==> config.mk <==
export PLATFORM = sky130hd
export DESIGN_NAME = mhe_mul
export DESIGN_NICKNAME = d
export VERILOG_FILES = /design/src/hdl/mhe_pkg.sv /design/src/hdl/mhe_mul.sv
export SDC_FILE = /design/constraint.sdc
export NUM_CORES = 2
export LEC_CHECK = 0
export ABC_AREA = 0
export BUFFER_PORTS_ARGS = -buffer_cell sky130_fd_sc_hd__buf_4
export CAP_MARGIN = 10
export CORE_ASPECT_RATIO = 0.75
export CORE_MARGIN = 1.5
export CORE_UTILIZATION = 55
export CTS_BUF_LIST = sky130_fd_sc_hd__clkbuf_16
export CTS_CLUSTER_DIAMETER = 80
export CTS_CLUSTER_SIZE = 40
export DETAILED_ROUTE_END_ITERATION = 12
export PLACE_DENSITY = 0.81
export SLEW_MARGIN = 20
export SYNTH_ARGS = -nofsm -noshare
export SYNTH_HDL_FRONTEND = slang
export SYNTH_SLANG_ARGS = --single-unit
==> constraint.sdc <==
create_clock -name clock -period 11.49 [get_ports clock]
set_input_delay 1.7235 -clock clock [delete_from_list [all_inputs] [get_ports clock]]
set_output_delay 1.7235 -clock clock [all_outputs]
set_load 0.005 [all_outputs]
==> src/hdl/mhe_pkg.sv <==
`default_nettype none
package mhe_pkg;

   localparam int RAD_W = 64;
   localparam int ROOT_W = 32;
   localparam int DIVD_W = 64;
   localparam int DIVS_W = 32;
   localparam int WORD_W = 32;
   localparam int PROD_W = 64;
   localparam int ACC_W = 67;
   localparam int MEM_DEPTH = 32;
   localparam int PC_W = 6;

   typedef logic [4:0] addr_type;

   localparam addr_type A_Q0 = 5'd0;
   localparam addr_type A_Q1 = 5'd1;
   localparam addr_type A_Q2 = 5'd2;
   localparam addr_type A_Q3 = 5'd3;
   localparam addr_type A_F0 = 5'd4;
   localparam addr_type A_F1 = 5'd5;
   localparam addr_type A_F2 = 5'd6;
   localparam addr_type A_U0 = 5'd7;
   localparam addr_type A_U1 = 5'd8;
   localparam addr_type A_U2 = 5'd9;
   localparam addr_type A_A11 = 5'd10;
   localparam addr_type A_A12 = 5'd11;
   localparam addr_type A_A13 = 5'd12;
   localparam addr_type A_A21 = 5'd13;
   localparam addr_type A_A22 = 5'd14;
   localparam addr_type A_A23 = 5'd15;
   localparam addr_type A_A31 = 5'd16;
   localparam addr_type A_A32 = 5'd17;
   localparam addr_type A_A33 = 5'd18;
   localparam addr_type A_HX = 5'd19;
   localparam addr_type A_HY = 5'd20;
   localparam addr_type A_BZ = 5'd21;
   localparam addr_type A_BX = 5'd22;
   localparam addr_type A_W0 = 5'd23;
   localparam addr_type A_W1 = 5'd24;
   localparam addr_type A_W2 = 5'd25;
   localparam addr_type A_V0 = 5'd26;
   localparam addr_type A_V1 = 5'd27;
   localparam addr_type A_V2 = 5'd28;
   localparam addr_type A_E0 = 5'd29;
   localparam addr_type A_E1 = 5'd30;
   localparam addr_type A_E2 = 5'd31;

   typedef enum logic [2:0] {
      OP_MAC,
      OP_SQRT,
      OP_SQRT30,
      OP_DIV,
      OP_CHKZ,
      OP_END
   } op_kind_type;

   typedef enum logic [1:0] {
      INIT_KEEP,
      INIT_ZERO,
      INIT_ONE
   } acc_init_type;

   typedef struct packed {
      op_kind_type kind;
      acc_init_type init;
      logic rnd;
      logic dbl;
      logic sub;
      logic wr;
      logic hi;
      addr_type ra;
      addr_type rb;
      addr_type dst;
   } uop_type;

   function automatic uop_type mac(input acc_init_type init, input logic rnd, input logic dbl,
                                   input logic sub, input logic wr, input addr_type ra,
                                   input addr_type rb, input addr_type dst);
      uop_type u;
      u = '0;
      u.kind = OP_MAC;
      u.init = init;
      u.rnd = rnd;
      u.dbl = dbl;
      u.sub = sub;
      u.wr = wr;
      u.ra = ra;
      u.rb = rb;
      u.dst = dst;
      return u;
   endfunction

   function automatic uop_type ctl(input op_kind_type kind, input logic wr, input logic hi,
                                   input addr_type ra, input addr_type dst);
      uop_type u;
      u = '0;
      u.kind = kind;
      u.init = INIT_KEEP;
      u.wr = wr;
      u.hi = hi;
      u.ra = ra;
      u.rb = ra;
      u.dst = dst;
      return u;
   endfunction

   // Microprogram of the sequencer.
   function automatic uop_type prog(input logic [PC_W-1:0] pc);
      uop_type u;
      case (pc)
         6'd0: u = mac(INIT_ZERO, 1'b0, 1'b0, 1'b0, 1'b0, A_F0, A_F0, A_F0);
         6'd1: u = mac(INIT_KEEP, 1'b0, 1'b0, 1'b0, 1'b0, A_F1, A_F1, A_F0);
         6'd2: u = mac(INIT_KEEP, 1'b0, 1'b0, 1'b0, 1'b0, A_F2, A_F2, A_F0);
         6'd3: u = ctl(OP_SQRT30, 1'b0, 1'b0, A_F0, A_F0);
         6'd4: u = ctl(OP_DIV, 1'b1, 1'b1, A_F0, A_U0);
         6'd5: u = ctl(OP_DIV, 1'b1, 1'b1, A_F1, A_U1);
         6'd6: u = ctl(OP_DIV, 1'b1, 1'b1, A_F2, A_U2);
         6'd7: u = mac(INIT_ONE, 1'b1, 1'b1, 1'b1, 1'b0, A_Q2, A_Q2, A_A11);
         6'd8: u = mac(INIT_KEEP, 1'b1, 1'b1, 1'b1, 1'b1, A_Q3, A_Q3, A_A11);
         6'd9: u = mac(INIT_ZERO, 1'b1, 1'b1, 1'b0, 1'b0, A_Q1, A_Q2, A_A12);
         6'd10: u = mac(INIT_KEEP, 1'b1, 1'b1, 1'b1, 1'b1, A_Q0, A_Q3, A_A12);
         6'd11: u = mac(INIT_ZERO, 1'b1, 1'b1, 1'b0, 1'b0, A_Q1, A_Q3, A_A13);
         6'd12: u = mac(INIT_KEEP, 1'b1, 1'b1, 1'b0, 1'b1, A_Q0, A_Q2, A_A13);
         6'd13: u = mac(INIT_ZERO, 1'b1, 1'b1, 1'b0, 1'b0, A_Q1, A_Q2, A_A21);
         6'd14: u = mac(INIT_KEEP, 1'b1, 1'b1, 1'b0, 1'b1, A_Q0, A_Q3, A_A21);
         6'd15: u = mac(INIT_ONE, 1'b1, 1'b1, 1'b1, 1'b0, A_Q1, A_Q1, A_A22);
         6'd16: u = mac(INIT_KEEP, 1'b1, 1'b1, 1'b1, 1'b1, A_Q3, A_Q3, A_A22);
         6'd17: u = mac(INIT_ZERO, 1'b1, 1'b1, 1'b0, 1'b0, A_Q2, A_Q3, A_A23);
         6'd18: u = mac(INIT_KEEP, 1'b1, 1'b1, 1'b1, 1'b1, A_Q0, A_Q1, A_A23);
         6'd19: u = mac(INIT_ZERO, 1'b1, 1'b1, 1'b0, 1'b0, A_Q1, A_Q3, A_A31);
         6'd20: u = mac(INIT_KEEP, 1'b1, 1'b1, 1'b1, 1'b1, A_Q0, A_Q2, A_A31);
         6'd21: u = mac(INIT_ZERO, 1'b1, 1'b1, 1'b0, 1'b0, A_Q2, A_Q3, A_A32);
         6'd22: u = mac(INIT_KEEP, 1'b1, 1'b1, 1'b0, 1'b1, A_Q0, A_Q1, A_A32);
         6'd23: u = mac(INIT_ONE, 1'b1, 1'b1, 1'b1, 1'b0, A_Q1, A_Q1, A_A33);
         6'd24: u = mac(INIT_KEEP, 1'b1, 1'b1, 1'b1, 1'b1, A_Q2, A_Q2, A_A33);
         6'd25: u = mac(INIT_ZERO, 1'b1, 1'b0, 1'b0, 1'b0, A_A11, A_U0, A_HX);
         6'd26: u = mac(INIT_KEEP, 1'b1, 1'b0, 1'b0, 1'b0, A_A12, A_U1, A_HX);
         6'd27: u = mac(INIT_KEEP, 1'b1, 1'b0, 1'b0, 1'b1, A_A13, A_U2, A_HX);
         6'd28: u = mac(INIT_ZERO, 1'b1, 1'b0, 1'b0, 1'b0, A_A21, A_U0, A_HY);
         6'd29: u = mac(INIT_KEEP, 1'b1, 1'b0, 1'b0, 1'b0, A_A22, A_U1, A_HY);
         6'd30: u = mac(INIT_KEEP, 1'b1, 1'b0, 1'b0, 1'b1, A_A23, A_U2, A_HY);
         6'd31: u = mac(INIT_ZERO, 1'b1, 1'b0, 1'b0, 1'b0, A_A31, A_U0, A_BZ);
         6'd32: u = mac(INIT_KEEP, 1'b1, 1'b0, 1'b0, 1'b0, A_A32, A_U1, A_BZ);
         6'd33: u = mac(INIT_KEEP, 1'b1, 1'b0, 1'b0, 1'b1, A_A33, A_U2, A_BZ);
         6'd34: u = mac(INIT_ZERO, 1'b0, 1'b0, 1'b0, 1'b0, A_HX, A_HX, A_BX);
         6'd35: u = mac(INIT_KEEP, 1'b0, 1'b0, 1'b0, 1'b0, A_HY, A_HY, A_BX);
         6'd36: u = ctl(OP_SQRT, 1'b1, 1'b0, A_BX, A_BX);
         6'd37: u = mac(INIT_ZERO, 1'b1, 1'b0, 1'b0, 1'b0, A_BX, A_A11, A_W0);
         6'd38: u = mac(INIT_KEEP, 1'b1, 1'b0, 1'b0, 1'b1, A_BZ, A_A31, A_W0);
         6'd39: u = mac(INIT_ZERO, 1'b1, 1'b0, 1'b0, 1'b0, A_BX, A_A12, A_W1);
         6'd40: u = mac(INIT_KEEP, 1'b1, 1'b0, 1'b0, 1'b1, A_BZ, A_A32, A_W1);
         6'd41: u = mac(INIT_ZERO, 1'b1, 1'b0, 1'b0, 1'b0, A_BX, A_A13, A_W2);
         6'd42: u = mac(INIT_KEEP, 1'b1, 1'b0, 1'b0, 1'b1, A_BZ, A_A33, A_W2);
         6'd43: u = mac(INIT_ZERO, 1'b0, 1'b0, 1'b0, 1'b0, A_W0, A_W0, A_W0);
         6'd44: u = mac(INIT_KEEP, 1'b0, 1'b0, 1'b0, 1'b0, A_W1, A_W1, A_W0);
         6'd45: u = mac(INIT_KEEP, 1'b0, 1'b0, 1'b0, 1'b0, A_W2, A_W2, A_W0);
         6'd46: u = ctl(OP_SQRT, 1'b0, 1'b0, A_W0, A_W0);
         6'd47: u = ctl(OP_CHKZ, 1'b0, 1'b0, A_W0, A_W0);
         6'd48: u = ctl(OP_DIV, 1'b1, 1'b0, A_W0, A_V0);
         6'd49: u = ctl(OP_DIV, 1'b1, 1'b0, A_W1, A_V1);
         6'd50: u = ctl(OP_DIV, 1'b1, 1'b0, A_W2, A_V2);
         6'd51: u = mac(INIT_ZERO, 1'b1, 1'b0, 1'b0, 1'b0, A_U1, A_V2, A_E0);
         6'd52: u = mac(INIT_KEEP, 1'b1, 1'b0, 1'b1, 1'b1, A_U2, A_V1, A_E0);
         6'd53: u = mac(INIT_ZERO, 1'b1, 1'b0, 1'b0, 1'b0, A_U2, A_V0, A_E1);
         6'd54: u = mac(INIT_KEEP, 1'b1, 1'b0, 1'b1, 1'b1, A_U0, A_V2, A_E1);
         6'd55: u = mac(INIT_ZERO, 1'b1, 1'b0, 1'b0, 1'b0, A_U0, A_V1, A_E2);
         6'd56: u = mac(INIT_KEEP, 1'b1, 1'b0, 1'b1, 1'b1, A_U1, A_V0, A_E2);
         default: u = ctl(OP_END, 1'b0, 1'b0, A_Q0, A_Q0);
      endcase
      return u;
   endfunction

endpackage
`default_nettype wire

==> src/hdl/mhe_mul.sv <==
`default_nettype none
module mhe_mul (
   input  logic                                clock,
   input  logic signed [mhe_pkg::WORD_W-1:0]   mul_a,
   input  logic signed [mhe_pkg::WORD_W-1:0]   mul_b,
   output logic signed [mhe_pkg::PROD_W-1:0]   mul_prod
);
   import mhe_pkg::*;

   logic signed [PROD_W-1:0] prod_ff;

   always_ff @(posedge clock) begin
      prod_ff <= PROD_W'(mul_a) * PROD_W'(mul_b);
   end

   assign mul_prod = prod_ff;

endmodule
`default_nettype wire

==> flow_summary_export.csv <==
group,metric,value,unit
status,status,"finished clean",
critical_path,crit_type,"in2reg",
final_layout,nFillCells,5447,
timing,tns,0,ps
floorplanning,fp.dieW,303.5,um
clock_tree,h-tree-depth,3,
timing,setup_violations,0,
clock_tree,postCtsHoldBufs,0,
yosys,synthTopCellsByCount,"fa_1 (1082), inv_1 (952), and2_1 (516)",
drt,vias,26090,
global_routing,grt_pass1_wl,164.6,mm
final_layout,multi_input_area,31630,sq um
clock_tree,cts.sinks,64,
job,drv_cap,0,
critical_path,end_kind,"register",
clock_tree,cts_buffer_depth,2,
global_routing,top_usage_layer,"met1",
timing,tightestPinTransition,671.9,ps
timing,fin_crit_sh,84.23,%
yosys,synthDistinctLibCells,63,
global_routing,grt_pass1_vias,28740,
drt,drtAntennaViolNets,0,
global_routing,use_met3,16.88,%
global_routing,antenna_found_initial,2,
global_routing,grt_usage,31.37,%
yosys,ys_ff_latch,64,
yosys,syn_nets,5215,
worst_hold_path,hold_path_depth,2,
timing,min_period,9677,ps
drt,first_pass_iters,6,
yosys,synthFlopType,"dfxtp_1",
drt,drc,0,
placement,dp_hpwl,81.65,mm
critical_path,arrival,9970,ps
floorplanning,core_area,66890,sq um
clock_tree,cts_tree,"done",
timing,finalHoldViolCount,0,
final_layout,fin_nets,5156,
timing,final_max_slew_viol_count,0,
final_layout,area_growth_syn_to_layout,4.388,%
global_routing,grt_max_degree,33,
floorplanning,chipHeight,228.4,um
worst_hold_path,holdPathEnd,"mul_prod[0]",
worst_hold_path,min_path_type,"in2reg",
final_layout,largest_reg_flops,64,
clock_tree,ctsResizeCount,0,
drt,via_per_inst,5.535,
global_routing,grt_use_met1,46.26,%
drt,first_iter_violations,2227,
placement,io_buffer_count,128,
global_routing,use_met2,41.27,%
yosys,netlist.area_leader.share,58.16,%
drt,routed_wl,100.5,mm
global_routing,grt-ovfl-total,0,
yosys,yosys.area.top_type,"fa_1",
clock_tree,clockRootBuffer,"clkbuf_16",
placement,gp_congestion,0.9485,
yosys,synth_edf_count,0,
yosys,synth_area_per_cell,9.589,sq um
critical_path,worstPathRequired,11790,ps
clock_tree,path_clk_slew,70,ps
worst_hold_path,min-delay-start,"mul_b[0]",
floorplanning,start_util,55.67,%
floorplanning,die-area,69300,sq um
critical_path,cp_max_fo,32,
yosys,synth_cells,3884,
yosys,ys_seq_area_share,3.440,%
drt,wl_per_cell,21.33,um
final_layout,layout-drive-gt1-share,4.413,%
yosys,netlist_area,37240,sq um
timing,fmax,103.3,MHz
yosys,yosysWarnings,0,
floorplanning,num_rows,82,
clock_tree,cts-buffers-inserted,9,
yosys,synth_area_leaders,"fa_1 (58%), inv_1 (9.6%), and2_1 (8.7%), ha_1 (6.2%), nand2_1 (5.2%)",
final_layout,register_area,1281,sq um
clock_tree,cts_setup_buffers,0,
critical_path,startpoint_type,"primary input",
timing,rsz0062_at_grt,"no",
yosys,synthMostInstantiatedCell,"fa_1",
yosys,async_reset_ff_share,0,%
timing,slew_headroom,55.15,%
floorplanning,io_pins,129,
-- cell families (layout without fill, tap and decap cells) --
kind of cell	Yosys count	in the layout	share of synthesized area, %
fa+ha+maj	1266	1266	64.34
compound gates	193	193	3.464
flops	64	64	3.440
other cells	0	2	0
xor+xnor	75	75	1.764
buf+inv	1152	1098	11.62
simple gates	1134	1134	15.37
-- layer usage --
layer | share of wire (%) | vias up | routed length [um]
met5 | 0.013 | - | 13
met4 | 1.4 | 2 | 1439
met3 | 18 | 111 | 18190
met2 | 40 | 1657 | 39970
met1 | 41 | 13400 | 40910
li1 | - | 10920 | -
-- per-stage QoR --
stage | area, sq um | setup slack [ps] | hold WS (ps) | instances | util [%]
after detailed placement | 38570 | 1596 | 2103 | 4696 | 57.65
after global placement | 38570 | 1853 | 2104 | 4696 | 57.65
final | 38880 | 1813 | 1823 | 4714 | 58.12
after CTS | 38870 | 1959 | 1796 | 4712 | 58.11
after floorplan | 37240 | 2506 | 1851 | 3884 | -
after global routing | 38870 | 1466 | 1835 | 4712 | 58.11
-- final cells by class --
class / count / share of cell area (%)
multi-input combinational: 2668 / 81.37
inverter: 952 / 9.192
sequential: 64 / 3.296
tap: 882 / 2.839
timing repair buffer: 130 / 2.510
clock buffer: 9 / 0.5793
clock inverter: 7 / 0.2028
antenna: 2 / 0.01287
-- worst max-delay path by stage --
stage	startpoint	end	slack [ps]	cells after the start
after floorplan	mul_b[2]	mul_prod[62]	2510	24
after detailed placement	mul_b[6]	mul_prod[62]	1600	25
after global placement	mul_b[5]	mul_prod[62]	1850	25
after global routing	mul_b[6]	mul_prod[62]	1470	25
final	mul_b[5]	mul_prod[62]	1810	25
after CTS	mul_b[5]	mul_prod[62]	1960	25
-- critical path, cell delays in order --
cell      delay, ps
buf_4           370
nand2_1         210
inv_1           120
fa_1            400
inv_1           250
fa_1            460
inv_1           230
fa_1            520
fa_1            780
inv_1           370
fa_1            590
inv_1            70
fa_1            530
inv_1            60
fa_1            480
inv_1            60
fa_1            450
ha_1            390
and3_1          200
nand2_1          70
or3_1           370
o211ai_1        520
a31oi_1         230
o31ai_1         300
xor2_1          190
-- cells in the final DEF, fill, tap and decap left out, types with 7 or more instances in the layout --
master / count
fa_1: 1082
inv_1: 952
and2_1: 516
nand2_1: 511
ha_1: 184
buf_4: 130
a21oi_1: 68
dfxtp_1: 64
xnor2_1: 53
nor2_1: 42
o21ai_0: 28
a21o_1: 23
xor2_1: 22
nand3_1: 15
o21bai_1: 15
a31oi_1: 12
nand2b_1: 9
clkbuf_16: 9
nand4_1: 7
and3_1: 7
Power is not shown: default switching activity piles up to over one toggle a cycle in this logic, so the estimate is an artifact.
