File: config.mk
export PLATFORM = sky130hd
export DESIGN_NAME = mhe_div
export DESIGN_NICKNAME = d
export VERILOG_FILES = /design/src/hdl/mhe_pkg.sv /design/src/hdl/mhe_div.sv
export SDC_FILE = /design/constraint.sdc
export NUM_CORES = 1
export LEC_CHECK = 0
export ABC_AREA = 1
export ABC_CLOCK_PERIOD_IN_PS = 7750
export BUFFER_PORTS_ARGS = -buffer_cell sky130_fd_sc_hd__buf_4
export CAP_MARGIN = 25
export CORE_AREA = 2 2 126 128
export CTS_CLUSTER_SIZE = 12
export DETAILED_ROUTE_END_ITERATION = 7
export DIE_AREA = 0 0 128 130
export PLACE_DENSITY = 0.82
export SLEW_MARGIN = 20
export SYNTH_ARGS = -nofsm -noshare
export SYNTH_HDL_FRONTEND = slang
export SYNTH_SLANG_ARGS = --single-unit
File: constraint.sdc
create_clock -name clock -period 7.75 [get_ports clock]
set_input_delay 0.3875 -clock clock [delete_from_list [all_inputs] [get_ports clock]]
set_output_delay 0.3875 -clock clock [all_outputs]
set_load 0.1 [all_outputs]
File: src/hdl/mhe_pkg.sv
`default_nettype none
package mhe_pkg;

   localparam int RAD_W = 64;
   localparam int ROOT_W = 32;
   localparam int DIVD_W = 64;
   localparam int DIVS_W = 32;
   localparam int WORD_W = 32;
   localparam int PROD_W = 64;
   localparam int ACC_W = 67;
   localparam int MEM_DEPTH = 32;
   localparam int PC_W = 6;

   typedef logic [4:0] addr_type;

   localparam addr_type A_Q0 = 5'd0;
   localparam addr_type A_Q1 = 5'd1;
   localparam addr_type A_Q2 = 5'd2;
   localparam addr_type A_Q3 = 5'd3;
   localparam addr_type A_F0 = 5'd4;
   localparam addr_type A_F1 = 5'd5;
   localparam addr_type A_F2 = 5'd6;
   localparam addr_type A_U0 = 5'd7;
   localparam addr_type A_U1 = 5'd8;
   localparam addr_type A_U2 = 5'd9;
   localparam addr_type A_A11 = 5'd10;
   localparam addr_type A_A12 = 5'd11;
   localparam addr_type A_A13 = 5'd12;
   localparam addr_type A_A21 = 5'd13;
   localparam addr_type A_A22 = 5'd14;
   localparam addr_type A_A23 = 5'd15;
   localparam addr_type A_A31 = 5'd16;
   localparam addr_type A_A32 = 5'd17;
   localparam addr_type A_A33 = 5'd18;
   localparam addr_type A_HX = 5'd19;
   localparam addr_type A_HY = 5'd20;
   localparam addr_type A_BZ = 5'd21;
   localparam addr_type A_BX = 5'd22;
   localparam addr_type A_W0 = 5'd23;
   localparam addr_type A_W1 = 5'd24;
   localparam addr_type A_W2 = 5'd25;
   localparam addr_type A_V0 = 5'd26;
   localparam addr_type A_V1 = 5'd27;
   localparam addr_type A_V2 = 5'd28;
   localparam addr_type A_E0 = 5'd29;
   localparam addr_type A_E1 = 5'd30;
   localparam addr_type A_E2 = 5'd31;

   typedef enum logic [2:0] {
      OP_MAC,
      OP_SQRT,
      OP_SQRT30,
      OP_DIV,
      OP_CHKZ,
      OP_END
   } op_kind_type;

   typedef enum logic [1:0] {
      INIT_KEEP,
      INIT_ZERO,
      INIT_ONE
   } acc_init_type;

   typedef struct packed {
      op_kind_type kind;
      acc_init_type init;
      logic rnd;
      logic dbl;
      logic sub;
      logic wr;
      logic hi;
      addr_type ra;
      addr_type rb;
      addr_type dst;
   } uop_type;

   function automatic uop_type mac(input acc_init_type init, input logic rnd, input logic dbl,
                                   input logic sub, input logic wr, input addr_type ra,
                                   input addr_type rb, input addr_type dst);
      uop_type u;
      u = '0;
      u.kind = OP_MAC;
      u.init = init;
      u.rnd = rnd;
      u.dbl = dbl;
      u.sub = sub;
      u.wr = wr;
      u.ra = ra;
      u.rb = rb;
      u.dst = dst;
      return u;
   endfunction

   function automatic uop_type ctl(input op_kind_type kind, input logic wr, input logic hi,
                                   input addr_type ra, input addr_type dst);
      uop_type u;
      u = '0;
      u.kind = kind;
      u.init = INIT_KEEP;
      u.wr = wr;
      u.hi = hi;
      u.ra = ra;
      u.rb = ra;
      u.dst = dst;
      return u;
   endfunction

   // Microprogram of the sequencer.
   function automatic uop_type prog(input logic [PC_W-1:0] pc);
      uop_type u;
      case (pc)
         6'd0: u = mac(INIT_ZERO, 1'b0, 1'b0, 1'b0, 1'b0, A_F0, A_F0, A_F0);
         6'd1: u = mac(INIT_KEEP, 1'b0, 1'b0, 1'b0, 1'b0, A_F1, A_F1, A_F0);
         6'd2: u = mac(INIT_KEEP, 1'b0, 1'b0, 1'b0, 1'b0, A_F2, A_F2, A_F0);
         6'd3: u = ctl(OP_SQRT30, 1'b0, 1'b0, A_F0, A_F0);
         6'd4: u = ctl(OP_DIV, 1'b1, 1'b1, A_F0, A_U0);
         6'd5: u = ctl(OP_DIV, 1'b1, 1'b1, A_F1, A_U1);
         6'd6: u = ctl(OP_DIV, 1'b1, 1'b1, A_F2, A_U2);
         6'd7: u = mac(INIT_ONE, 1'b1, 1'b1, 1'b1, 1'b0, A_Q2, A_Q2, A_A11);
         6'd8: u = mac(INIT_KEEP, 1'b1, 1'b1, 1'b1, 1'b1, A_Q3, A_Q3, A_A11);
         6'd9: u = mac(INIT_ZERO, 1'b1, 1'b1, 1'b0, 1'b0, A_Q1, A_Q2, A_A12);
         6'd10: u = mac(INIT_KEEP, 1'b1, 1'b1, 1'b1, 1'b1, A_Q0, A_Q3, A_A12);
         6'd11: u = mac(INIT_ZERO, 1'b1, 1'b1, 1'b0, 1'b0, A_Q1, A_Q3, A_A13);
         6'd12: u = mac(INIT_KEEP, 1'b1, 1'b1, 1'b0, 1'b1, A_Q0, A_Q2, A_A13);
         6'd13: u = mac(INIT_ZERO, 1'b1, 1'b1, 1'b0, 1'b0, A_Q1, A_Q2, A_A21);
         6'd14: u = mac(INIT_KEEP, 1'b1, 1'b1, 1'b0, 1'b1, A_Q0, A_Q3, A_A21);
         6'd15: u = mac(INIT_ONE, 1'b1, 1'b1, 1'b1, 1'b0, A_Q1, A_Q1, A_A22);
         6'd16: u = mac(INIT_KEEP, 1'b1, 1'b1, 1'b1, 1'b1, A_Q3, A_Q3, A_A22);
         6'd17: u = mac(INIT_ZERO, 1'b1, 1'b1, 1'b0, 1'b0, A_Q2, A_Q3, A_A23);
         6'd18: u = mac(INIT_KEEP, 1'b1, 1'b1, 1'b1, 1'b1, A_Q0, A_Q1, A_A23);
         6'd19: u = mac(INIT_ZERO, 1'b1, 1'b1, 1'b0, 1'b0, A_Q1, A_Q3, A_A31);
         6'd20: u = mac(INIT_KEEP, 1'b1, 1'b1, 1'b1, 1'b1, A_Q0, A_Q2, A_A31);
         6'd21: u = mac(INIT_ZERO, 1'b1, 1'b1, 1'b0, 1'b0, A_Q2, A_Q3, A_A32);
         6'd22: u = mac(INIT_KEEP, 1'b1, 1'b1, 1'b0, 1'b1, A_Q0, A_Q1, A_A32);
         6'd23: u = mac(INIT_ONE, 1'b1, 1'b1, 1'b1, 1'b0, A_Q1, A_Q1, A_A33);
         6'd24: u = mac(INIT_KEEP, 1'b1, 1'b1, 1'b1, 1'b1, A_Q2, A_Q2, A_A33);
         6'd25: u = mac(INIT_ZERO, 1'b1, 1'b0, 1'b0, 1'b0, A_A11, A_U0, A_HX);
         6'd26: u = mac(INIT_KEEP, 1'b1, 1'b0, 1'b0, 1'b0, A_A12, A_U1, A_HX);
         6'd27: u = mac(INIT_KEEP, 1'b1, 1'b0, 1'b0, 1'b1, A_A13, A_U2, A_HX);
         6'd28: u = mac(INIT_ZERO, 1'b1, 1'b0, 1'b0, 1'b0, A_A21, A_U0, A_HY);
         6'd29: u = mac(INIT_KEEP, 1'b1, 1'b0, 1'b0, 1'b0, A_A22, A_U1, A_HY);
         6'd30: u = mac(INIT_KEEP, 1'b1, 1'b0, 1'b0, 1'b1, A_A23, A_U2, A_HY);
         6'd31: u = mac(INIT_ZERO, 1'b1, 1'b0, 1'b0, 1'b0, A_A31, A_U0, A_BZ);
         6'd32: u = mac(INIT_KEEP, 1'b1, 1'b0, 1'b0, 1'b0, A_A32, A_U1, A_BZ);
         6'd33: u = mac(INIT_KEEP, 1'b1, 1'b0, 1'b0, 1'b1, A_A33, A_U2, A_BZ);
         6'd34: u = mac(INIT_ZERO, 1'b0, 1'b0, 1'b0, 1'b0, A_HX, A_HX, A_BX);
         6'd35: u = mac(INIT_KEEP, 1'b0, 1'b0, 1'b0, 1'b0, A_HY, A_HY, A_BX);
         6'd36: u = ctl(OP_SQRT, 1'b1, 1'b0, A_BX, A_BX);
         6'd37: u = mac(INIT_ZERO, 1'b1, 1'b0, 1'b0, 1'b0, A_BX, A_A11, A_W0);
         6'd38: u = mac(INIT_KEEP, 1'b1, 1'b0, 1'b0, 1'b1, A_BZ, A_A31, A_W0);
         6'd39: u = mac(INIT_ZERO, 1'b1, 1'b0, 1'b0, 1'b0, A_BX, A_A12, A_W1);
         6'd40: u = mac(INIT_KEEP, 1'b1, 1'b0, 1'b0, 1'b1, A_BZ, A_A32, A_W1);
         6'd41: u = mac(INIT_ZERO, 1'b1, 1'b0, 1'b0, 1'b0, A_BX, A_A13, A_W2);
         6'd42: u = mac(INIT_KEEP, 1'b1, 1'b0, 1'b0, 1'b1, A_BZ, A_A33, A_W2);
         6'd43: u = mac(INIT_ZERO, 1'b0, 1'b0, 1'b0, 1'b0, A_W0, A_W0, A_W0);
         6'd44: u = mac(INIT_KEEP, 1'b0, 1'b0, 1'b0, 1'b0, A_W1, A_W1, A_W0);
         6'd45: u = mac(INIT_KEEP, 1'b0, 1'b0, 1'b0, 1'b0, A_W2, A_W2, A_W0);
         6'd46: u = ctl(OP_SQRT, 1'b0, 1'b0, A_W0, A_W0);
         6'd47: u = ctl(OP_CHKZ, 1'b0, 1'b0, A_W0, A_W0);
         6'd48: u = ctl(OP_DIV, 1'b1, 1'b0, A_W0, A_V0);
         6'd49: u = ctl(OP_DIV, 1'b1, 1'b0, A_W1, A_V1);
         6'd50: u = ctl(OP_DIV, 1'b1, 1'b0, A_W2, A_V2);
         6'd51: u = mac(INIT_ZERO, 1'b1, 1'b0, 1'b0, 1'b0, A_U1, A_V2, A_E0);
         6'd52: u = mac(INIT_KEEP, 1'b1, 1'b0, 1'b1, 1'b1, A_U2, A_V1, A_E0);
         6'd53: u = mac(INIT_ZERO, 1'b1, 1'b0, 1'b0, 1'b0, A_U2, A_V0, A_E1);
         6'd54: u = mac(INIT_KEEP, 1'b1, 1'b0, 1'b1, 1'b1, A_U0, A_V2, A_E1);
         6'd55: u = mac(INIT_ZERO, 1'b1, 1'b0, 1'b0, 1'b0, A_U0, A_V1, A_E2);
         6'd56: u = mac(INIT_KEEP, 1'b1, 1'b0, 1'b1, 1'b1, A_U1, A_V0, A_E2);
         default: u = ctl(OP_END, 1'b0, 1'b0, A_Q0, A_Q0);
      endcase
      return u;
   endfunction

endpackage
`default_nettype wire

File: src/hdl/mhe_div.sv
`default_nettype none
module mhe_div (
   input  logic                          clock,
   input  logic                          reset,
   input  logic                          start,
   input  logic [mhe_pkg::DIVD_W-1:0]    dividend,
   input  logic [mhe_pkg::DIVS_W-1:0]    divisor,
   output logic                          busy,
   output logic [mhe_pkg::DIVD_W-1:0]    quotient
);
   import mhe_pkg::*;

   logic [DIVD_W-1:0]   n_ff;
   logic [DIVS_W-1:0]   d_ff;
   logic [DIVS_W-1:0]   rem_ff;
   logic [6:0]          cnt_ff;
   logic [DIVS_W:0]     rem_sh;
   logic [DIVS_W:0]     diff;
   logic                ge;

   assign rem_sh = {rem_ff, n_ff[DIVD_W-1]};
   assign diff = rem_sh - {1'b0, d_ff};
   assign ge = (rem_sh >= {1'b0, d_ff});

   always_ff @(posedge clock) begin
      if (reset) begin
         cnt_ff <= '0;
      end else if (start) begin
         n_ff <= dividend;
         d_ff <= divisor;
         rem_ff <= '0;
         cnt_ff <= 7'(DIVD_W);
      end else if (cnt_ff != '0) begin
         n_ff <= {n_ff[DIVD_W-2:0], ge};
         rem_ff <= ge ? diff[DIVS_W-1:0] : rem_sh[DIVS_W-1:0];
         cnt_ff <= cnt_ff - 7'd1;
      end
   end

   assign busy = (cnt_ff != '0);
   assign quotient = n_ff;

endmodule
`default_nettype wire

==> flow_metrics.env <==
export IMPL_reg2reg_depth=6
export IMPL_die_y_um=130
export IMPL_slew_viol_final=0
export IMPL_relSlewSlack_pct=32.1
export IMPL_tritoncts="yes"
export IMPL_hold_buffers=0
export IMPL_dpl_hpwl_um=15400
export IMPL_die_w_um=128
export IMPL_dieArea_um2=16600
export IMPL_numCtsBuffers=17
export IMPL_crit_arrival_ns=2.81
export IMPL_root_buffer="clkbuf_16"
export IMPL_coreArea_um2=15400
export IMPL_drt_iter0_drc=422
export IMPL_vias=7322
export IMPL_rsz0062_at_grt="false"
export IMPL_clk_path_buf_depth=2
export IMPL_cts_max_level=4
export IMPL_leakage_nw=5.41
export IMPL_final_common_cell="nand2_1"
export IMPL_fin_crit_sh_pct=35.8
export IMPL_grt_pass1_vias=7084
export IMPL_synth_cells=1104
export IMPL_drc=0
export IMPL_intPower_w=0.00178
export IMPL_ys_types=35
export IMPL_path_class="reg -> reg"
export IMPL_synth_nets=1237
export IMPL_status="completed"
export IMPL_crit_required_ns=7.79
export IMPL_ir_drop_mv=0.208
export IMPL_cp_max_fo=77
export IMPL_worstHoldStart="divisor[11]"
export IMPL_pin_count=164
export IMPL_setup_viol=0
export IMPL_met1_usage_pct=32.0
export IMPL_p_total_w=0.00310
export IMPL_power_frac_comb_pct=41.3
export IMPL_ys_seq_area_share_pct=47.8
export IMPL_routed_via_density=4.99
export IMPL_tightestPinTransition_ns=1.02
export IMPL_drive_above_1_share_pct=17.4
export IMPL_met2_usage_pct=44.0
export IMPL_worst_skew_pair_late_latency_ns=0.42
export IMPL_top_usage_layer="met2"
export IMPL_diodes=0
export IMPL_post_cts_buffers=0
export IMPL_rrSetupSlack_ns=4.97
export IMPL_p_switching_w=0.00131
export IMPL_wirelength_um=21300
export IMPL_maxCapViolations=0
export IMPL_post_route_min_period_ns=2.78
export IMPL_layout_common_cells="nand2_1, inv_1, buf_4"
export IMPL_place_gp_congestion=0.926
export IMPL_holdPathEnd="d_ff[11]"
export IMPL_min_path_type="in -> reg"
export IMPL_drt_first_pass_iters=5
export IMPL_drtAntennaViolNets=0
export IMPL_crit_chain="inv_1 > ha_1 > nand2_1 > nor3_1 > a31oi_4 > buf_4"
export IMPL_yosys_warnings=0
export IMPL_grt_ovfl_total=0
export IMPL_track_usage_pct=26.2
export IMPL_max_freq_mhz=360
export IMPL_start_kind="register"
export IMPL_clkTransAtPathRegs_ns=0.06
export IMPL_reg2reg_from="cnt_ff[0]"
export IMPL_ys_ff_latch=135
export IMPL_use_met3_pct=7.46
export IMPL_clock_skew_ns=0.0122
export IMPL_switching_share_pct=42.4
export IMPL_finalSetupTns_ns=0
export IMPL_critPathCaptureType="register"
export IMPL_avgSynthCellArea_um2=7.56
export IMPL_start_util_pct=54.1
export IMPL_area_delta_synth_final_pct=23.4
export IMPL_slowest_stage="buf_4"
export IMPL_p_seq_share_pct=32.5
export IMPL_final_nets=1396
export IMPL_grt_antenna_before_repair=0
export IMPL_finalHoldViolations=0
export IMPL_rows=46
export IMPL_cpPeakStageDelay_ns=0.87
export IMPL_reg2reg_to="quotient[32]"
export IMPL_clock_sinks=135
export IMPL_syn_cell_area_um2=8340
export IMPL_cts_resized=0
export IMPL_grt_max_degree=98
export IMPL_power_frac_clock_pct=26.2
export IMPL_avgRoutedWirePerCell_um=14.5
export IMPL_power_density_nw_per_um2=301
export IMPL_worstHoldPathCells=1
export IMPL_grt_pass1_wl_um=33700
export IMPL_io_buffers=163
==> cells in the mapped netlist <==
cell | instances | area, µm²
nand2_1 | 491 | 1840
buf_4 | 2 | 15.0
xnor2_1 | 4 | 35.0
buf_2 | 6 | 30.0
or2_2 | 2 | 12.5
nand3_2 | 2 | 20.0
xor2_1 | 14 | 123
inv_1 | 167 | 627
buf_6 | 2 | 22.5
nand3_1 | 30 | 150
and2_1 | 8 | 50.1
o21a_1 | 1 | 7.51
ha_1 | 33 | 413
edfxtp_1 | 128 | 3840
clkbuf_1 | 14 | 52.6
buf_1 | 1 | 3.75
nand2_4 | 2 | 22.5
and3_1 | 1 | 6.26
inv_2 | 5 | 18.8
nor2_2 | 8 | 50.1
dfxtp_1 | 7 | 140
inv_4 | 1 | 6.26
nand4_1 | 5 | 31.3
nand2_2 | 3 | 18.8
a21o_1 | 2 | 15.0
nand2_8 | 1 | 20.0
nor2_1 | 110 | 413
nand3b_1 | 22 | 165
fa_1 | 1 | 20.0
a21oi_1 | 22 | 110
nor3_1 | 4 | 20.0
o21ai_1 | 1 | 5.00
a31oi_1 | 1 | 6.26
nor3_4 | 1 | 16.3
o21ai_0 | 2 | 10.0
==> sequential cells by signal, indices dropped and copies added, names as in the netlist <==
register and count:
cnt_ff 7, d_ff 32, quotient 64, rem_ff 32
==> power groups by stage <==
stage	combinational (W)	clock (W)	sequential, W
after floorplan	0.000672	0	0.00134
after global placement	0.00125	0	0.00102
after detailed placement	0.00127	0	0.00102
after CTS	0.00128	0.000819	0.00101
after global routing	0.00141	0.000849	0.00102
final	0.00128	0.000811	0.00101
==> per-layer routing <==
layer | share of wire, % | up-vias
met5 | 0 | -
met1 | 42 | 3275
met3 | 8.1 | 36
li1 | - | 3730
met2 | 47 | 281
met4 | 3.3 | 0
==> worst max path at each step <==
stage,start,endpoint,slack [ns],depth (start not counted)
after floorplan,cnt_ff[6],quotient[0],1.58,2
after global placement,start,quotient[31],4.77,4
after detailed placement,start,quotient[9],4.71,4
after CTS,cnt_ff[0],quotient[39],4.98,6
after global routing,rem_ff[23],rem_ff[21],4.79,14
final,cnt_ff[0],quotient[32],4.97,6
==> area by class of cell <==
class	instances	area (µm²)
Fill cell	1312	5130
Sequential cell	135	3980
Multi-Input combinational cell	771	3610
Timing Repair Buffer	165	1240
Inverter	173	652
Clock buffer	18	429
Tap cell	192	240
Clock inverter	14	149
==> worst max-delay path, delay by kind of cell, from the launching register on <==
kind	cells	cell delay, ns
AO/OA/AOI/OAI	1	0.60
buffers and inverters	2	0.94
adder cells (fa/ha/maj)	1	0.23
flip-flops	1	0.34
AND/OR/NAND/NOR	2	0.21
==> stage by stage <==
stage	utilization, %	setup slack [ns]	hold slack, ns	cells	instance area (µm²)
finish	66.8	4.97	0.137	1468	10300
floorplan	-	1.58	0.422	1104	8340
CTS	66.8	4.98	0.126	1468	10300
global route	66.8	4.79	0.123	1468	10300
global placement	63.0	4.77	0.433	1436	9720
detailed placement	63.0	4.71	0.437	1436	9720
==> cells by family (layout without fill, tap and decap cells) <==
group | after synthesis | count (layout) | share of synthesized area [%]
buffers and inverters | 198 | 370 | 9.30
XOR/XNOR | 18 | 18 | 1.89
flip-flops | 135 | 135 | 47.8
AO/OA/AOI/OAI | 29 | 29 | 1.84
AND/OR/NAND/NOR | 690 | 690 | 34.0
adder cells (fa/ha/maj) | 34 | 34 | 5.19
(Power assumes the default switching activity.)
