**config.mk**
```make
export PLATFORM = sky130hd
export DESIGN_NAME = mhe_sqrt
export DESIGN_NICKNAME = d
export VERILOG_FILES = /design/src/hdl/mhe_pkg.sv /design/src/hdl/mhe_sqrt.sv
export SDC_FILE = /design/constraint.sdc
export NUM_CORES = 1
export LEC_CHECK = 0
export ABC_AREA = 1
export BUFFER_PORTS_ARGS = -buffer_cell sky130_fd_sc_hd__buf_4
export CAP_MARGIN = 10
export CORE_ASPECT_RATIO = 0.75
export CORE_MARGIN = 1
export CORE_UTILIZATION = 58
export DETAILED_ROUTE_END_ITERATION = 8
export PLACE_DENSITY = 0.79
export RECOVER_POWER = 25
export SETUP_SLACK_MARGIN = 0.05
export SYNTH_ARGS = -nofsm -noshare
export SYNTH_HDL_FRONTEND = slang
export SYNTH_SLANG_ARGS = --single-unit
```
**constraint.sdc**
```tcl
create_clock -name clock -period 10.64 [get_ports clock]
set_input_delay 2.128 -clock clock [delete_from_list [all_inputs] [get_ports clock]]
set_output_delay 2.128 -clock clock [all_outputs]
set_load 0.1 [all_outputs]
```
**src/hdl/mhe_pkg.sv**
```systemverilog
`default_nettype none
package mhe_pkg;

   localparam int RAD_W = 64;
   localparam int ROOT_W = 32;
   localparam int DIVD_W = 64;
   localparam int DIVS_W = 32;
   localparam int WORD_W = 32;
   localparam int PROD_W = 64;
   localparam int ACC_W = 67;
   localparam int MEM_DEPTH = 32;
   localparam int PC_W = 6;

   typedef logic [4:0] addr_type;

   localparam addr_type A_Q0 = 5'd0;
   localparam addr_type A_Q1 = 5'd1;
   localparam addr_type A_Q2 = 5'd2;
   localparam addr_type A_Q3 = 5'd3;
   localparam addr_type A_F0 = 5'd4;
   localparam addr_type A_F1 = 5'd5;
   localparam addr_type A_F2 = 5'd6;
   localparam addr_type A_U0 = 5'd7;
   localparam addr_type A_U1 = 5'd8;
   localparam addr_type A_U2 = 5'd9;
   localparam addr_type A_A11 = 5'd10;
   localparam addr_type A_A12 = 5'd11;
   localparam addr_type A_A13 = 5'd12;
   localparam addr_type A_A21 = 5'd13;
   localparam addr_type A_A22 = 5'd14;
   localparam addr_type A_A23 = 5'd15;
   localparam addr_type A_A31 = 5'd16;
   localparam addr_type A_A32 = 5'd17;
   localparam addr_type A_A33 = 5'd18;
   localparam addr_type A_HX = 5'd19;
   localparam addr_type A_HY = 5'd20;
   localparam addr_type A_BZ = 5'd21;
   localparam addr_type A_BX = 5'd22;
   localparam addr_type A_W0 = 5'd23;
   localparam addr_type A_W1 = 5'd24;
   localparam addr_type A_W2 = 5'd25;
   localparam addr_type A_V0 = 5'd26;
   localparam addr_type A_V1 = 5'd27;
   localparam addr_type A_V2 = 5'd28;
   localparam addr_type A_E0 = 5'd29;
   localparam addr_type A_E1 = 5'd30;
   localparam addr_type A_E2 = 5'd31;

   typedef enum logic [2:0] {
      OP_MAC,
      OP_SQRT,
      OP_SQRT30,
      OP_DIV,
      OP_CHKZ,
      OP_END
   } op_kind_type;

   typedef enum logic [1:0] {
      INIT_KEEP,
      INIT_ZERO,
      INIT_ONE
   } acc_init_type;

   typedef struct packed {
      op_kind_type kind;
      acc_init_type init;
      logic rnd;
      logic dbl;
      logic sub;
      logic wr;
      logic hi;
      addr_type ra;
      addr_type rb;
      addr_type dst;
   } uop_type;

   function automatic uop_type mac(input acc_init_type init, input logic rnd, input logic dbl,
                                   input logic sub, input logic wr, input addr_type ra,
                                   input addr_type rb, input addr_type dst);
      uop_type u;
      u = '0;
      u.kind = OP_MAC;
      u.init = init;
      u.rnd = rnd;
      u.dbl = dbl;
      u.sub = sub;
      u.wr = wr;
      u.ra = ra;
      u.rb = rb;
      u.dst = dst;
      return u;
   endfunction

   function automatic uop_type ctl(input op_kind_type kind, input logic wr, input logic hi,
                                   input addr_type ra, input addr_type dst);
      uop_type u;
      u = '0;
      u.kind = kind;
      u.init = INIT_KEEP;
      u.wr = wr;
      u.hi = hi;
      u.ra = ra;
      u.rb = ra;
      u.dst = dst;
      return u;
   endfunction

   // Microprogram of the sequencer.
   function automatic uop_type prog(input logic [PC_W-1:0] pc);
      uop_type u;
      case (pc)
         6'd0: u = mac(INIT_ZERO, 1'b0, 1'b0, 1'b0, 1'b0, A_F0, A_F0, A_F0);
         6'd1: u = mac(INIT_KEEP, 1'b0, 1'b0, 1'b0, 1'b0, A_F1, A_F1, A_F0);
         6'd2: u = mac(INIT_KEEP, 1'b0, 1'b0, 1'b0, 1'b0, A_F2, A_F2, A_F0);
         6'd3: u = ctl(OP_SQRT30, 1'b0, 1'b0, A_F0, A_F0);
         6'd4: u = ctl(OP_DIV, 1'b1, 1'b1, A_F0, A_U0);
         6'd5: u = ctl(OP_DIV, 1'b1, 1'b1, A_F1, A_U1);
         6'd6: u = ctl(OP_DIV, 1'b1, 1'b1, A_F2, A_U2);
         6'd7: u = mac(INIT_ONE, 1'b1, 1'b1, 1'b1, 1'b0, A_Q2, A_Q2, A_A11);
         6'd8: u = mac(INIT_KEEP, 1'b1, 1'b1, 1'b1, 1'b1, A_Q3, A_Q3, A_A11);
         6'd9: u = mac(INIT_ZERO, 1'b1, 1'b1, 1'b0, 1'b0, A_Q1, A_Q2, A_A12);
         6'd10: u = mac(INIT_KEEP, 1'b1, 1'b1, 1'b1, 1'b1, A_Q0, A_Q3, A_A12);
         6'd11: u = mac(INIT_ZERO, 1'b1, 1'b1, 1'b0, 1'b0, A_Q1, A_Q3, A_A13);
         6'd12: u = mac(INIT_KEEP, 1'b1, 1'b1, 1'b0, 1'b1, A_Q0, A_Q2, A_A13);
         6'd13: u = mac(INIT_ZERO, 1'b1, 1'b1, 1'b0, 1'b0, A_Q1, A_Q2, A_A21);
         6'd14: u = mac(INIT_KEEP, 1'b1, 1'b1, 1'b0, 1'b1, A_Q0, A_Q3, A_A21);
         6'd15: u = mac(INIT_ONE, 1'b1, 1'b1, 1'b1, 1'b0, A_Q1, A_Q1, A_A22);
         6'd16: u = mac(INIT_KEEP, 1'b1, 1'b1, 1'b1, 1'b1, A_Q3, A_Q3, A_A22);
         6'd17: u = mac(INIT_ZERO, 1'b1, 1'b1, 1'b0, 1'b0, A_Q2, A_Q3, A_A23);
         6'd18: u = mac(INIT_KEEP, 1'b1, 1'b1, 1'b1, 1'b1, A_Q0, A_Q1, A_A23);
         6'd19: u = mac(INIT_ZERO, 1'b1, 1'b1, 1'b0, 1'b0, A_Q1, A_Q3, A_A31);
         6'd20: u = mac(INIT_KEEP, 1'b1, 1'b1, 1'b1, 1'b1, A_Q0, A_Q2, A_A31);
         6'd21: u = mac(INIT_ZERO, 1'b1, 1'b1, 1'b0, 1'b0, A_Q2, A_Q3, A_A32);
         6'd22: u = mac(INIT_KEEP, 1'b1, 1'b1, 1'b0, 1'b1, A_Q0, A_Q1, A_A32);
         6'd23: u = mac(INIT_ONE, 1'b1, 1'b1, 1'b1, 1'b0, A_Q1, A_Q1, A_A33);
         6'd24: u = mac(INIT_KEEP, 1'b1, 1'b1, 1'b1, 1'b1, A_Q2, A_Q2, A_A33);
         6'd25: u = mac(INIT_ZERO, 1'b1, 1'b0, 1'b0, 1'b0, A_A11, A_U0, A_HX);
         6'd26: u = mac(INIT_KEEP, 1'b1, 1'b0, 1'b0, 1'b0, A_A12, A_U1, A_HX);
         6'd27: u = mac(INIT_KEEP, 1'b1, 1'b0, 1'b0, 1'b1, A_A13, A_U2, A_HX);
         6'd28: u = mac(INIT_ZERO, 1'b1, 1'b0, 1'b0, 1'b0, A_A21, A_U0, A_HY);
         6'd29: u = mac(INIT_KEEP, 1'b1, 1'b0, 1'b0, 1'b0, A_A22, A_U1, A_HY);
         6'd30: u = mac(INIT_KEEP, 1'b1, 1'b0, 1'b0, 1'b1, A_A23, A_U2, A_HY);
         6'd31: u = mac(INIT_ZERO, 1'b1, 1'b0, 1'b0, 1'b0, A_A31, A_U0, A_BZ);
         6'd32: u = mac(INIT_KEEP, 1'b1, 1'b0, 1'b0, 1'b0, A_A32, A_U1, A_BZ);
         6'd33: u = mac(INIT_KEEP, 1'b1, 1'b0, 1'b0, 1'b1, A_A33, A_U2, A_BZ);
         6'd34: u = mac(INIT_ZERO, 1'b0, 1'b0, 1'b0, 1'b0, A_HX, A_HX, A_BX);
         6'd35: u = mac(INIT_KEEP, 1'b0, 1'b0, 1'b0, 1'b0, A_HY, A_HY, A_BX);
         6'd36: u = ctl(OP_SQRT, 1'b1, 1'b0, A_BX, A_BX);
         6'd37: u = mac(INIT_ZERO, 1'b1, 1'b0, 1'b0, 1'b0, A_BX, A_A11, A_W0);
         6'd38: u = mac(INIT_KEEP, 1'b1, 1'b0, 1'b0, 1'b1, A_BZ, A_A31, A_W0);
         6'd39: u = mac(INIT_ZERO, 1'b1, 1'b0, 1'b0, 1'b0, A_BX, A_A12, A_W1);
         6'd40: u = mac(INIT_KEEP, 1'b1, 1'b0, 1'b0, 1'b1, A_BZ, A_A32, A_W1);
         6'd41: u = mac(INIT_ZERO, 1'b1, 1'b0, 1'b0, 1'b0, A_BX, A_A13, A_W2);
         6'd42: u = mac(INIT_KEEP, 1'b1, 1'b0, 1'b0, 1'b1, A_BZ, A_A33, A_W2);
         6'd43: u = mac(INIT_ZERO, 1'b0, 1'b0, 1'b0, 1'b0, A_W0, A_W0, A_W0);
         6'd44: u = mac(INIT_KEEP, 1'b0, 1'b0, 1'b0, 1'b0, A_W1, A_W1, A_W0);
         6'd45: u = mac(INIT_KEEP, 1'b0, 1'b0, 1'b0, 1'b0, A_W2, A_W2, A_W0);
         6'd46: u = ctl(OP_SQRT, 1'b0, 1'b0, A_W0, A_W0);
         6'd47: u = ctl(OP_CHKZ, 1'b0, 1'b0, A_W0, A_W0);
         6'd48: u = ctl(OP_DIV, 1'b1, 1'b0, A_W0, A_V0);
         6'd49: u = ctl(OP_DIV, 1'b1, 1'b0, A_W1, A_V1);
         6'd50: u = ctl(OP_DIV, 1'b1, 1'b0, A_W2, A_V2);
         6'd51: u = mac(INIT_ZERO, 1'b1, 1'b0, 1'b0, 1'b0, A_U1, A_V2, A_E0);
         6'd52: u = mac(INIT_KEEP, 1'b1, 1'b0, 1'b1, 1'b1, A_U2, A_V1, A_E0);
         6'd53: u = mac(INIT_ZERO, 1'b1, 1'b0, 1'b0, 1'b0, A_U2, A_V0, A_E1);
         6'd54: u = mac(INIT_KEEP, 1'b1, 1'b0, 1'b1, 1'b1, A_U0, A_V2, A_E1);
         6'd55: u = mac(INIT_ZERO, 1'b1, 1'b0, 1'b0, 1'b0, A_U0, A_V1, A_E2);
         6'd56: u = mac(INIT_KEEP, 1'b1, 1'b0, 1'b1, 1'b1, A_U1, A_V0, A_E2);
         default: u = ctl(OP_END, 1'b0, 1'b0, A_Q0, A_Q0);
      endcase
      return u;
   endfunction

endpackage
`default_nettype wire

```
**src/hdl/mhe_sqrt.sv**
```systemverilog
`default_nettype none
module mhe_sqrt (
   input  logic                          clock,
   input  logic                          reset,
   input  logic                          start,
   input  logic [mhe_pkg::RAD_W-1:0]     radicand,
   output logic                          busy,
   output logic [mhe_pkg::ROOT_W-1:0]    root
);
   import mhe_pkg::*;

   logic [RAD_W-1:0]    x_ff;
   logic [ROOT_W+3:0]   rem_ff;
   logic [ROOT_W-1:0]   root_ff;
   logic [5:0]          cnt_ff;
   logic [ROOT_W+3:0]   rem_sh;
   logic [ROOT_W+3:0]   trial;
   logic                ge;

   assign rem_sh = {rem_ff[ROOT_W+1:0], x_ff[RAD_W-1 -: 2]};
   assign trial = {2'b00, root_ff, 2'b01};
   assign ge = (rem_sh >= trial);

   always_ff @(posedge clock) begin
      if (reset) begin
         cnt_ff <= '0;
      end else if (start) begin
         x_ff <= radicand;
         rem_ff <= '0;
         root_ff <= '0;
         cnt_ff <= 6'(ROOT_W);
      end else if (cnt_ff != '0) begin
         x_ff <= {x_ff[RAD_W-3:0], 2'b00};
         rem_ff <= ge ? (rem_sh - trial) : rem_sh;
         root_ff <= {root_ff[ROOT_W-2:0], ge};
         cnt_ff <= cnt_ff - 6'd1;
      end
   end

   assign busy = (cnt_ff != '0);
   assign root = root_ff;

endmodule
`default_nettype wire

```
==> results of run 1 <==
==> sequential cells by signal, summed over array words and instances, names as in the netlist <==
name and flops:
cnt_ff 6, x_ff 64, root 32, rem_ff 34
==> area by class of cell <==
cell class / instances / area share (%)
Sequential cell: 136 / 41.1
Multi-Input combinational cell: 819 / 37.7
Timing Repair Buffer: 103 / 6.63
Inverter: 162 / 6.21
Clock buffer: 22 / 4.64
Tap cell: 195 / 2.49
Clock inverter: 10 / 1.25
==> through the flow <==
step / setup WS, ps / hold slack (ps) / utilization, %
2_1_floorplan: 757 / 422 / -
5_1_grt: 2710 / 473 / 70.1
4_1_cts: 5530 / 452 / 70.9
3_3_place_gp: 5110 / 434 / 66.8
3_5_place_dp: 5110 / 444 / 66.8
6_report: 3390 / 451 / 70.1
==> synthesized netlist by cell type <==
cell type / count / area share, %
nor3_1: 10 / 0.59
nand2_2: 3 / 0.22
and2_1: 2 / 0.15
inv_2: 7 / 0.31
dfxtp_1: 6 / 1.4
nor3b_1: 1 / 0.089
clkinv_1: 1 / 0.044
o21ai_0: 5 / 0.30
edfxtp_1: 130 / 46
o21a_1: 1 / 0.089
a2111oi_0: 1 / 0.10
nor4_1: 2 / 0.15
a31oi_1: 1 / 0.074
a21o_1: 1 / 0.089
xnor2_1: 19 / 2.0
nand4_1: 6 / 0.44
buf_2: 4 / 0.24
nand3b_1: 10 / 0.89
buf_1: 6 / 0.27
and3_1: 1 / 0.074
nand2_1: 529 / 24
a21oi_1: 23 / 1.4
nand3_1: 19 / 1.1
nand4_2: 1 / 0.15
o21bai_1: 2 / 0.18
or2_2: 2 / 0.15
nor2_2: 5 / 0.37
nor2_1: 139 / 6.2
clkbuf_1: 15 / 0.67
buf_6: 3 / 0.40
ha_1: 35 / 5.2
xor2_1: 1 / 0.10
inv_1: 154 / 6.8
==> path summary, 6_finish.rpt <==
check	startpoint	to	slack, ps	cells past startpoint
worst max-delay path	start	root[24]	3390	6
worst min-delay path	cnt_ff[0]	cnt_ff[0]	450	1
worst max register to register	rem_ff[24]	rem_ff[26]	7830	11
worst min register to register	cnt_ff[0]	cnt_ff[0]	450	1
==> metal layers <==
layer	routed length (um)	part of all wire (%)	track usage, %	vias to the layer above
met4	199	1.1	6.52	0
met5	0	0	0	-
met1	9020	49	38.5	3213
met2	8030	44	40.6	215
met3	1190	6.4	6.17	19
li1	-	-	-	3732
==> logic make-up (layout without fill, tap and decap cells) <==
group,after synthesis,count (layout),share of synthesized area (%)
AOI/OAI and AO/OA,34,34,2.19
xor gates and xnor gates,20,20,2.08
adders and majority gates,35,35,5.19
buffers and inverters,190,297,8.77
DFF,136,136,47.7
and+or+nand+nor,730,730,34.1
==> where the power goes <==
group | internal [mW] | total, mW | switching (mW) | leakage [nW]
Sequential | 0.716 | 0.757 | 0.0417 | 1.34
Clock | 0.353 | 0.586 | 0.233 | 0.271
Combinational | 0.303 | 0.988 | 0.685 | 3.41
Total | 1.37 | 2.33 | 0.960 | 5.02
==> worst max-delay path, stage by stage <==
cell	delay, ps
clkbuf_1	2830
inv_2	-30
buf_4	570
a31oi_4	290
buf_4	450
buf_4	910
==> results_dict.tcl, run 1 <==
set metrics [dict create \
    p_per_area_nw_per_um2 238 \
    fin_crit_ps 7250 \
    layout_commonest_cell "nand2_1" \
    vias_per_cell 4.96 \
    ios 100 \
    crit_arrival_ps 7290 \
    cts_resized 0 \
    tns_ps 0 \
    grt_max_degree 100 \
    crit_required_ps 10680 \
    synth_area_sq_um 8440 \
    synth-seq-cells 136 \
    cts.path.max_buffers 2 \
    start_util_pct 60.4 \
    p_total_mw 2.33 \
    synth_area_per_cell_sq_um 7.37 \
    register_area_sq_um 4020 \
    synthesis.nets 1247 \
    wl_per_cell_um 12.7 \
    setup_violations 0 \
    hpwlAfterDp_mm 13.1 \
    cp_max_fo 99 \
    end_kind "flop" \
    antenna_left 0 \
    path_class "input port to flop" \
    grt_pass1_vias 6678 \
    antenna_found_initial 0 \
    drive_above_1_share_pct 9.35 \
    dp.cells 1415 \
    ir_worst_vdd_v 0.000155 \
    post_dp_cell_area_sq_um 9340 \
    drv_cap 1 \
    synth_cell_type_count 33 \
    num_vias 7179 \
    stdcell_count 1447 \
    num_antenna_cells 0 \
    total_leakage_power_nw 5.02 \
    cts_inserted_buffers 17 \
    final_cell_mix "529 x nand2_1, 154 x inv_1, 139 x nor2_1" \
    worstMarginPinSlew_ps 4080 \
    multiInputGateArea_sq_um 3690 \
    ys_warn_count 0 \
    maxSlewViolCount 100 \
    status "finished, violations left" \
    io_buffers 99 \
    finalHoldViolCount 0 \
    hold_class "flop to flop" \
    die_area_sq_um 15000 \
    nNetsFinal 1341 \
    yosysSeqAreaShare_pct 47.7 \
    clock.fmax_mhz 138 \
    clock_latency_ps 430 \
    synthCells 1145 \
    drc 0 \
    grt_setup_unrepaired "false" \
    cts.sink_count 136 \
    die_h_um 106 \
    htree_levels 4 \
    wirelength_mm 18.4 \
    rows 37 \
    die_w_um 141 \
    violations "capacitance limit, slew limit" \
    drt-initial-drc-count 456 \
    worst_setup_path_start_kind "input port" \
    post_cts_buffers 0 \
    path_clk_slew_ps 60 \
    grt.overflow.total 0 \
    dr.pass1.iters 5 \
    clock-skew-final_ps 11.0 \
    postLayoutCellArea_sq_um 9790 \
    grtUsageTotal_pct 26.7 \
    relSlewSlack_pct -172 \
    gp_congestion 0.935 \
    grt_first_pass_wirelength_mm 31.2 \
    core-area_sq_um 14000 \
    post-route-period-util_pct 68.1 \
    fillers 1201 \
    cts-root-buf "clkbuf_16" \
    cts_tree "done" \
    cts-hold-fix-buffers 0 \
    area_growth_pct 16.0 \
]
Power figures use the tool's default switching activity.
==> run 2, diff against run 1 <==
- CORE_UTILIZATION: 58 -> 54
- PLACE_DENSITY: 0.79 -> 0.78
- clock period: 10.64 -> 6.5 ns (I/O delays scaled with it)
==> results_dict.tcl, run 2 (same netlist as run 1, synthesis figures left out) <==
set metrics [dict create \
    antenna_found_initial 0 \
    cpMostUsedCell "buf_4" \
    wl_per_cell_um 12.6 \
    end_kind "flop" \
    tns_ps 0 \
    hold_slack_ps 445 \
    cts_resized 0 \
    cts.sink_count 136 \
    core-area_sq_um 15300 \
    p_sw_share_pct 41.2 \
    cts.path.max_buffers 2 \
    grtUsageTotal_pct 24.3 \
    grt_max_degree 100 \
    regMostFlops "x_ff" \
    path_class "input port to flop" \
    hpwlAfterDp_mm 13.4 \
    drive_above_1_share_pct 9.58 \
    cts-root-buf "clkbuf_16" \
    relSlewSlack_pct 22.0 \
    worstMarginPinSlew_ps 1170 \
    path_cells "buf_4 -> inv_1 -> a31oi_4 -> buf_4 -> buf_4" \
    drc 0 \
    p_int_mw 2.23 \
    worst_setup_path_start_kind "input port" \
    cp_top_family "buffers and inverters" \
    post_cts_buffers 0 \
    seq_power_share_pct 32.7 \
    rows 39 \
    status "finished, final reports clean" \
    grt.overflow.total 0 \
    wirelength_mm 18.3 \
    clock-skew-final_ps 15.1 \
    path_clk_slew_ps 60 \
    num_antenna_cells 0 \
    die_w_um 146 \
    grt_setup_unrepaired "false" \
    fin_crit_ps 3600 \
    num_vias 7160 \
    crit_arrival_ps 3660 \
    total_leakage_power_nw 5.04 \
    crit_path_max_incr_delay_ps 690 \
    grt_pass1_vias 6530 \
    maxSlewViolCount 0 \
    ios 100 \
    dr.pass1.iters 5 \
    die_h_um 110 \
    final_cell_mix "529 x nand2_1, 155 x inv_1, 139 x nor2_1" \
    layout_commonest_cell "nand2_1" \
    p_sw_mw 1.56 \
    clock.fmax_mhz 278 \
    setup_violations 0 \
    pwr-share-comb_pct 42.3 \
    start_util_pct 55.3 \
    critical_path_buf_inv_count 4 \
    area_growth_pct 16.3 \
    crit_slowest_cell "buf_4" \
    p_clk_share_pct 25.1 \
    post-route-period-util_pct 55.4 \
    drv_cap 0 \
    hold_class "flop to flop" \
    clock_latency_ps 440 \
    drt-initial-drc-count 363 \
    grt_first_pass_wirelength_mm 30.4 \
    nNetsFinal 1342 \
    die_area_sq_um 16100 \
    largest_register_ff_count 64 \
    htree_levels 4 \
    cts-hold-fix-buffers 0 \
    ir_worst_vdd_v 0.000217 \
    crit_required_ps 6560 \
    cp_max_fo 99 \
    cts_inserted_buffers 17 \
    antenna_left 0 \
    vias_per_cell 4.91 \
    finalHoldViolCount 0 \
    io_buffers 99 \
    gp_congestion 0.946 \
    cts_tree "done" \
    fillers 1389 \
    p_per_area_nw_per_um2 386 \
]
run 2: path summary, 6_finish.rpt:
check / from / to / slack (ps) / depth (start not counted)
min: cnt_ff[0] / cnt_ff[0] / 440 / 1
max: start / root[21] / 2900 / 5
min reg2reg: cnt_ff[0] / cnt_ff[0] / 440 / 1
max reg2reg: rem_ff[21] / rem_ff[33] / 3330 / 14
run 2: layout make-up:
type                    count  area (sq um)  share of cell area (%)
flip-flops and latches    136          4020                    41.0
multi-input cells         819          3690                    37.6
repair buffers            104           661                    6.73
inverters                 162           608                    6.19
clock buffers              18           429                    4.37
well taps                 205           256                    2.61
clock inverters            13           148                    1.50
run 2: power by group through the flow:
stage	Sequential [mW]	Clock, mW	Combinational (mW)
final	1.24	0.952	1.60
after global routing	1.26	1.00	1.81
after CTS	1.24	0.967	1.62
after detailed placement	1.26	0	1.61
after global placement	1.25	0	1.59
after floorplan	1.44	0	1.09
run 2: per-stage QoR:
stage	setup WS, ps	area [sq um]	power, mW	utilization (%)	instances
6_report	2900	9820	3.79	64.3	1457
5_1_grt	2720	9820	4.07	64.3	1457
4_1_cts	3010	9940	3.83	65.1	1457
3_5_place_dp	2560	9360	2.87	61.3	1426
3_3_place_gp	2600	9360	2.85	61.3	1426
2_1_floorplan	185	8450	2.53	-	1145
run 2: layer usage:
metal  routed length, um  GRT usage [%]  part of all wire (%)  vias up
met5                   0              0                     0        -
met4                 211           7.14                   1.2        0
met3                1030           5.43                   5.6       22
met2                8010           38.5                    44      193
met1                9080           33.7                    50     3209
li1                    -              -                     -     3736
